==> config.mk <==
export PLATFORM = sky130hd
export DESIGN_NAME = shaped_slew_limiter_top
export DESIGN_NICKNAME = d
export VERILOG_FILES = /design/src/ssl_pkg.sv /design/src/shaped_slew_limiter_top.sv
export SDC_FILE = /design/constraint.sdc
export NUM_CORES = 2
export LEC_CHECK = 0
export BUFFER_PORTS_ARGS = -buffer_cell sky130_fd_sc_hd__buf_4
export CORE_MARGIN = 3
export CORE_UTILIZATION = 44
export CTS_CLUSTER_DIAMETER = 50
export CTS_CLUSTER_SIZE = 28
export DETAILED_ROUTE_END_ITERATION = 6
export GPL_ROUTABILITY_DRIVEN = 0
export PLACE_DENSITY = 0.68
export SYNTH_ARGS = -nofsm -noshare
export SYNTH_HDL_FRONTEND = slang
export SYNTH_SLANG_ARGS = --single-unit
==> constraint.sdc <==
create_clock -name clk -period 14.12 [get_ports clk]
set_clock_uncertainty 0.05 [all_clocks]
set_input_delay 2.118 -clock clk [delete_from_list [all_inputs] [get_ports clk]]
set_output_delay 2.118 -clock clk [all_outputs]
set_load 0.005 [all_outputs]
==> src/ssl_pkg.sv <==
// ----------------------------------------------------------------------------
// ssl_pkg: shared definitions for the shaped slew limiter
// Field widths, register indexes, arithmetic constants and the sequencer
// state type.
// ----------------------------------------------------------------------------
`default_nettype none

package ssl_pkg;

    localparam int NUM_CHANNELS = 16;

    localparam int CH_W    = 4;
    localparam int SMP_W   = 16;
    localparam int HELD_W  = 32;
    localparam int STEP_W  = 25;
    localparam int SHAPE_W = 17;
    localparam int MUL_W   = 32;
    localparam int ADDR_W  = 4;
    localparam int DATA_W  = 32;

    // Q1.16 value of one; larger shape settings saturate here.
    localparam logic [SHAPE_W-1:0] SHAPE_ONE = 17'd65536;

    // ceil(2^35 / 10): floor(v * DIV10_RECIP / 2^35) equals floor(v / 10)
    // for every v below 2^34.
    localparam logic [MUL_W-1:0] DIV10_RECIP = 32'd3435973837;

    localparam logic [1:0] REG_RISE  = 2'd0;
    localparam logic [1:0] REG_FALL  = 2'd1;
    localparam logic [1:0] REG_SHAPE = 2'd2;

    typedef enum logic [2:0] {
        ST_IDLE,
        ST_DIST,
        ST_MUL_LIN,
        ST_MUL_Q,
        ST_MUL_P,
        ST_MUL_DIV,
        ST_UPDATE,
        ST_OUT
    } state_t;

endpackage

`default_nettype wire

==> src/shaped_slew_limiter_top.sv <==
// ----------------------------------------------------------------------------
// shaped_slew_limiter_top: polyphonic slew limiter with rise/fall rates and
// a shape blend between linear and distance-proportional slew.
//
// Usage: an input transaction (channel, sample_in) is taken when in_valid is
// high and in_stall is low. The channel's held value moves toward the sample
// and the result (channel_out, sample_out) is offered with out_valid until
// the receiver takes it with out_stall low. One result per input.
// The block works on one transaction at a time. After the input transaction
// it reads the held value, makes four passes through the single shared 32x32
// multiplier, updates the held value and offers the result; once the result
// is taken it returns to idle, where it takes the next transaction.
// in_stall stays high from the input transaction until the result has been
// taken, so a stalled receiver holds off the sender.
// Reset clears the step and shape registers and every channel's held value.
// The APB port writes rise_step (0x0), fall_step (0x4) and shape_amount
// (0x8); configuration must be changed only while the block is idle, and the block itself does not enforce it.
// ----------------------------------------------------------------------------
`default_nettype none

module shaped_slew_limiter_top (
    input  wire logic                        clk,
    input  wire logic                        rst_n,
    input  wire logic                        in_valid,
    output logic                             in_stall,
    input  wire logic [ssl_pkg::CH_W-1:0]    channel,
    input  wire logic [ssl_pkg::SMP_W-1:0]   sample_in,
    output logic                             out_valid,
    input  wire logic                        out_stall,
    output logic [ssl_pkg::CH_W-1:0]         channel_out,
    output logic [ssl_pkg::SMP_W-1:0]        sample_out,
    input  wire logic                        psel,
    input  wire logic                        penable,
    input  wire logic                        pwrite,
    input  wire logic [ssl_pkg::ADDR_W-1:0]  paddr,
    input  wire logic [ssl_pkg::DATA_W-1:0]  pwdata,
    output logic [ssl_pkg::DATA_W-1:0]       prdata,
    output logic                             pready
);
    import ssl_pkg::*;

    state_t state_reg, state_next;

    logic [STEP_W-1:0]  rise_reg;
    logic [STEP_W-1:0]  fall_reg;
    logic [SHAPE_W-1:0] shape_reg;

    logic [HELD_W-1:0]  held_reg [NUM_CHANNELS];

    logic [CH_W-1:0]          ch_reg;
    logic signed [HELD_W-1:0] tgt_reg;
    logic signed [HELD_W-1:0] h_reg;
    logic [HELD_W-1:0]        mag_reg;
    logic                     up_reg;
    logic                     bad_reg;
    logic [STEP_W-1:0]        step_reg;
    logic [STEP_W-1:0]        lin_reg;
    logic [MUL_W-1:0]         q_reg;
    logic [29:0]              v_reg;
    logic [26:0]              prop_reg;
    logic [SMP_W-1:0]         smp_out_reg;

    logic                     in_acc;
    logic                     wr_en;
    logic [SHAPE_W-1:0]       shp;
    logic                     ch_bad;
    logic signed [HELD_W-1:0] held_rd;
    logic signed [HELD_W:0]   diff;
    logic [MUL_W-1:0]         mul_a;
    logic [MUL_W-1:0]         mul_b;
    logic [2*MUL_W-1:0]       prod;
    logic [27:0]              move;
    logic [HELD_W:0]          h_step;
    logic [HELD_W-1:0]        h_new;

    assign in_acc = in_valid && !in_stall;
    assign wr_en  = psel && penable && pwrite && pready;
    assign pready = 1'b1;

    assign shp    = (shape_reg > SHAPE_ONE) ? SHAPE_ONE : shape_reg;
    assign ch_bad = {1'b0, ch_reg} >= (CH_W+1)'(NUM_CHANNELS);

    assign held_rd = ch_bad ? '0 : held_reg[ch_reg];

    // ------------------------------------------------------------------
    // Configuration registers
    // ------------------------------------------------------------------
    always_ff @(posedge clk or negedge rst_n)
    begin
        if (!rst_n)
        begin
            rise_reg  <= '0;
            fall_reg  <= '0;
            shape_reg <= '0;
        end
        else if (wr_en)
        begin
            unique case (paddr[3:2])
                REG_RISE:  rise_reg  <= pwdata[STEP_W-1:0];
                REG_FALL:  fall_reg  <= pwdata[STEP_W-1:0];
                REG_SHAPE: shape_reg <= pwdata[SHAPE_W-1:0];
                default:   ;
            endcase
        end
    end

    always_comb
    begin
        unique case (paddr[3:2])
            REG_RISE:  prdata = {{(DATA_W-STEP_W){1'b0}}, rise_reg};
            REG_FALL:  prdata = {{(DATA_W-STEP_W){1'b0}}, fall_reg};
            REG_SHAPE: prdata = {{(DATA_W-SHAPE_W){1'b0}}, shape_reg};
            default:   prdata = '0;
        endcase
    end

    // ------------------------------------------------------------------
    // Held values, one per channel
    // ------------------------------------------------------------------
    always_ff @(posedge clk or negedge rst_n)
    begin
        if (!rst_n)
        begin
            for (int i = 0; i < NUM_CHANNELS; i++)
                held_reg[i] <= '0;
        end
        else if (state_reg == ST_UPDATE && !bad_reg)
        begin
            held_reg[ch_reg] <= h_new;
        end
    end

    // ------------------------------------------------------------------
    // Sequencer
    // ------------------------------------------------------------------
    always_ff @(posedge clk or negedge rst_n)
    begin
        if (!rst_n)
        begin
            state_reg <= ST_IDLE;
        end
        else
        begin
            state_reg <= state_next;
        end
    end

    always_comb
    begin
        state_next = state_reg;
        unique case (state_reg)
            ST_IDLE:    if (in_valid) state_next = ST_DIST;
            ST_DIST:    state_next = ST_MUL_LIN;
            ST_MUL_LIN: state_next = ST_MUL_Q;
            ST_MUL_Q:   state_next = ST_MUL_P;
            ST_MUL_P:   state_next = ST_MUL_DIV;
            ST_MUL_DIV: state_next = ST_UPDATE;
            ST_UPDATE:  state_next = ST_OUT;
            ST_OUT:     if (!out_stall) state_next = ST_IDLE;
            default:    state_next = ST_IDLE;
        endcase
    end

    // Handshake outputs and operand selection for the shared multiplier.
    always_comb
    begin
        in_stall  = 1'b1;
        out_valid = 1'b0;
        mul_a     = '0;
        mul_b     = '0;
        unique case (state_reg)
            ST_IDLE:
            begin
                in_stall = 1'b0;
            end
            ST_MUL_LIN:
            begin
                mul_a = {{(MUL_W-STEP_W){1'b0}}, step_reg};
                mul_b = {{(MUL_W-SHAPE_W){1'b0}}, SHAPE_ONE - shp};
            end
            ST_MUL_Q:
            begin
                mul_a = {{(MUL_W-SHAPE_W){1'b0}}, shp};
                mul_b = mag_reg;
            end
            ST_MUL_P:
            begin
                mul_a = q_reg;
                mul_b = {{(MUL_W-STEP_W){1'b0}}, step_reg};
            end
            ST_MUL_DIV:
            begin
                mul_a = {2'b00, v_reg};
                mul_b = DIV10_RECIP;
            end
            ST_OUT:
            begin
                out_valid = 1'b1;
            end
            default:
            begin
                in_stall = 1'b1;
            end
        endcase
    end

    // ------------------------------------------------------------------
    // Datapath
    // ------------------------------------------------------------------
    assign prod = mul_a * mul_b;

    assign diff = {tgt_reg[HELD_W-1], tgt_reg} - {h_reg[HELD_W-1], h_reg};

    assign move   = {3'b000, lin_reg} + {1'b0, prop_reg};
    assign h_step = up_reg ? ({h_reg[HELD_W-1], h_reg} + {5'b00000, move})
                           : ({h_reg[HELD_W-1], h_reg} - {5'b00000, move});

    // A move that reaches the distance lands exactly on the target.
    always_comb
    begin
        if (mag_reg == '0)
            h_new = h_reg;
        else if ({4'b0000, move} >= mag_reg)
            h_new = tgt_reg;
        else
            h_new = h_step[HELD_W-1:0];
    end

    always_ff @(posedge clk)
    begin
        unique case (state_reg)
            ST_IDLE:
            begin
                if (in_acc)
                begin
                    ch_reg  <= channel;
                    tgt_reg <= {sample_in, 16'h0000};
                end
            end
            ST_DIST:
            begin
                h_reg    <= held_rd;
                bad_reg  <= ch_bad;
                // The direction follows from a compare, so the step is ready
                // for the first multiply.
                step_reg <= (tgt_reg < held_rd) ? fall_reg : rise_reg;
            end
            ST_MUL_LIN:
            begin
                // Distance is taken in the cycle after the held value is read.
                up_reg  <= !diff[HELD_W];
                mag_reg <= diff[HELD_W] ? 32'(-diff) : diff[HELD_W-1:0];
                lin_reg <= prod[STEP_W+15:16];
            end
            ST_MUL_Q:
            begin
                q_reg <= prod[47:16];
            end
            ST_MUL_P:
            begin
                v_reg <= prod[56:27];
            end
            ST_MUL_DIV:
            begin
                prop_reg <= prod[61:35];
            end
            ST_UPDATE:
            begin
                smp_out_reg <= bad_reg ? '0 : h_new[HELD_W-1:HELD_W-SMP_W];
            end
            default:
            begin
            end
        endcase
    end

    assign channel_out = ch_reg;
    assign sample_out  = smp_out_reg;

endmodule

`default_nettype wire

==> reports/qor.json <==
{
  "yosys": {
    "async_reset_ff_share_pct": 70.8,
    "yosys_register_bits": 822,
    "synth_top_family_by_area": "adder cells",
    "number_of_enable_flip_flop_cells_after_synthesis": 240,
    "synth_ff_type": "sky130_fd_sc_hd__dfrtp_1",
    "synth.yosys.seq_area_share_pct": 30.1,
    "synth-xor-area-share_pct": 2.17,
    "yosysWarningCount": 0,
    "postSynthCellCount": 7134,
    "synthMostInstantiatedCell": "sky130_fd_sc_hd__nand2_1",
    "post-synth-top-area-cell": "sky130_fd_sc_hd__fa_1",
    "synth_area_per_cell_um2": 10.1,
    "synth_compound_area_share_pct": 9.14,
    "synth_top_cells_by_count": "sky130_fd_sc_hd__nand2_1, sky130_fd_sc_hd__inv_1, sky130_fd_sc_hd__fa_1, sky130_fd_sc_hd__dfrtp_1, sky130_fd_sc_hd__nor2_1",
    "post_synth_main_area_contributors": "sky130_fd_sc_hd__fa_1, sky130_fd_sc_hd__dfrtp_1, sky130_fd_sc_hd__edfxtp_1",
    "proportion_of_synthesized_area_in_mux_cells_pct": 8.43,
    "post_synth_adder_cell_area_pct": 31.1,
    "netlist_area_um2": 72300,
    "synth_simple_gate_area_share_pct": 11.7,
    "yosys.area.top_type_share_pct": 24.8,
    "synth.distinct_cells": 89
  },
  "placement": {
    "detailedPlace.worstSlack_ns": 1.29,
    "dp.final_hpwl_mm": 151,
    "dpl.cell_count": 9202,
    "io_buffer_count": 100
  },
  "routing": {
    "vias": 52700,
    "drtAntennaViolNets": 0,
    "routed_via_density": 5.63,
    "wirelength_mm": 202,
    "detail_route.drc_violations": 0,
    "drt-wirelength-per-cell_um": 21.5,
    "detailedRoute.firstPassIterationCount": 6,
    "drt_first_iter_violations": 4762
  },
  "setup_path": {
    "cp_common_cell": "sky130_fd_sc_hd__fa_1",
    "timing.critical_path.arrival_ns": 13.46,
    "critical_path_buf_inv_count": 3,
    "worst-path-max-fanout": 13,
    "critical-path-top-delay-family": "adder cells",
    "critPathRequiredTime_ns": 14.43,
    "end_kind": "flip-flop",
    "cp_slowest_stage_delay_ns": 0.73,
    "critPathLaunchType": "flip-flop",
    "timing.critical_path.slowest_stage_cell": "sky130_fd_sc_hd__a21oi_2",
    "timing_worst_setup_path_type": "reg2reg"
  },
  "clock_tree": {
    "tritoncts": "yes",
    "postCtsResizedCells": 0,
    "max-clock-path-buffers": 3,
    "htreeDepth": 3,
    "clockRootBuffer": "sky130_fd_sc_hd__clkbuf_16",
    "cts.reportedPaths.clkPinSlew_ns": 0.06,
    "cts_hold_repair.buffers": 0,
    "postCtsSetupBuffers": 0,
    "cts.sink_count": 822,
    "numCtsBuffers": 85,
    "clk_latency_ns": 0.66
  },
  "global_routing": {
    "via_count_of_the_first_global_routing_pass": 55300,
    "pin_count_of_the_biggest_net_entering_global_routing": 177,
    "initial_antenna_violation_count": 5,
    "groute.usage.overall_pct": 24.3,
    "grt_first_pass_wirelength_mm": 319,
    "grt_overflow": 0
  },
  "cells_and_area": {
    "num-fill-cells": 14800,
    "area_delta_synth_final_pct": 8.86,
    "nets": 8437,
    "antenna-diode-count": 0,
    "largest_register_ff_count": 512,
    "ratio_of_cells_with_drive_above_1_in_the_final_layout_pct": 11.6,
    "finalNonFillerCells": 9361
  },
  "sta": {
    "tightestPinTransition_ns": 1.27,
    "setup_slack_ns": 0.972,
    "max_slew_margin_pct": 15.2,
    "fmax_ghz": 0.0761,
    "final_period_minus_worst_setup_slack_ns": 13.15,
    "setup_viol_count_final": 0,
    "final_hold_violations": 0,
    "min_period_over_period_pct": 93.1,
    "report.final.slew_viol_count": 0,
    "grt_setup_unrepaired": "false",
    "final.hold.worst_slack_ns": 0.421,
    "setup-tns-final_ns": 0
  },
  "min_path": {
    "worst_hold_path_type": "reg2reg"
  },
  "die": {
    "core_footprint_um2": 163000,
    "die-height_um": 411,
    "die_width_um": 411,
    "die_area_um2": 169000,
    "design.portCount": 118,
    "initial_utilization_pct": 44.3,
    "rows": 148
  },
  "flow_run": {
    "timing.max_cap.violations": 0
  },
  "run_status": {
    "status": "completed"
  }
}
[stage by stage]
| step | cell area, µm² | util [%] |
|---|---|---|
| 3_5_place_dp | 75700 | 46.4 |
| 2_1_floorplan | 72500 | - |
| 3_3_place_gp | 75700 | 46.4 |
| 6_report | 78700 | 48.3 |
| 5_1_grt | 78700 | 48.3 |
| 4_1_cts | 78700 | 48.3 |
[area by class of cell]
class                      instances  area [µm²]  area share [%]
clock buffer                     100        2270            2.88
clock inverter                    59         728           0.926
inverter                         968        3630            4.62
multi-input combinational       4991       45700            58.1
sequential                       822       21800            27.7
tap                             2175        2720            3.46
timing repair buffer             246        1880            2.39
[tightest hold or removal path, stage by stage (launching register included)]
cell and delay, ns:
sky130_fd_sc_hd__dfrtp_1 0.34, sky130_fd_sc_hd__nand2_1 0.05, sky130_fd_sc_hd__nand2_1 0.06
[kinds of logic (layout without fill, tap and decap cells)]
group,after synthesis,in the layout
AO/OA/AOI/OAI,1083,1083
XOR/XNOR,179,179
adder cells (fa/ha/maj),1260,1260
buffers and inverters,1377,1373
flip-flops,822,822
multiplexers,385,385
other,2,58
AND/OR/NAND/NOR,2026,2026
[worst paths after layout]
check / from / endpoint / slack [ns] / depth (start not counted)
min in group asynchronous: rst_n / held_reg[404]$_DFFE_PN0P_ / 1.48 / 1
hold / removal: held_reg[433]$_DFFE_PN0P_ / held_reg[433]$_DFFE_PN0P_ / 0.42 / 2
setup / recovery: shape_reg[5]$_DFFE_PN0P_ / prop_reg[26]$_DFFE_PN_ / 0.97 / 38
max in group asynchronous: rst_n / fall_reg[6]$_DFFE_PN0P_ / 9.93 / 3
hold reg to reg: held_reg[433]$_DFFE_PN0P_ / held_reg[433]$_DFFE_PN0P_ / 0.42 / 2
setup reg to reg: shape_reg[5]$_DFFE_PN0P_ / prop_reg[26]$_DFFE_PN_ / 0.97 / 38
[layer usage]
layer	up-vias	track usage (%)	share of wire (%)
met5	-	0	0.010
met4	4	10.6	5.0
met3	548	4.39	7.9
met2	2112	40.4	48
met1	26900	31.1	39
li1	23200	-	-
[cells in the final DEF, fill, tap and decap left out, drive strengths merged, types with 23 or more instances in the layout]
master and n:
a221o 28, mux4 160, a21oi 172, nand2 1178, mux2i 35, xnor2 104, nand3 44, nor2 513
a31oi 33, a22oi 28, conb 58, edfxtp 240, a221oi 31, fa 896, ha 364, nand2b 37
o31ai 28, clkbuf 100, o21a 23, o21ai 517, dfrtp 582, mux2 190, inv 992, xor2 75
nor3 50, buf 246, nor2b 27, nand4 23, a21o 100, and2 44
Power is not shown: default switching activity piles up to over one toggle a cycle in this logic, so the estimate is an artifact.
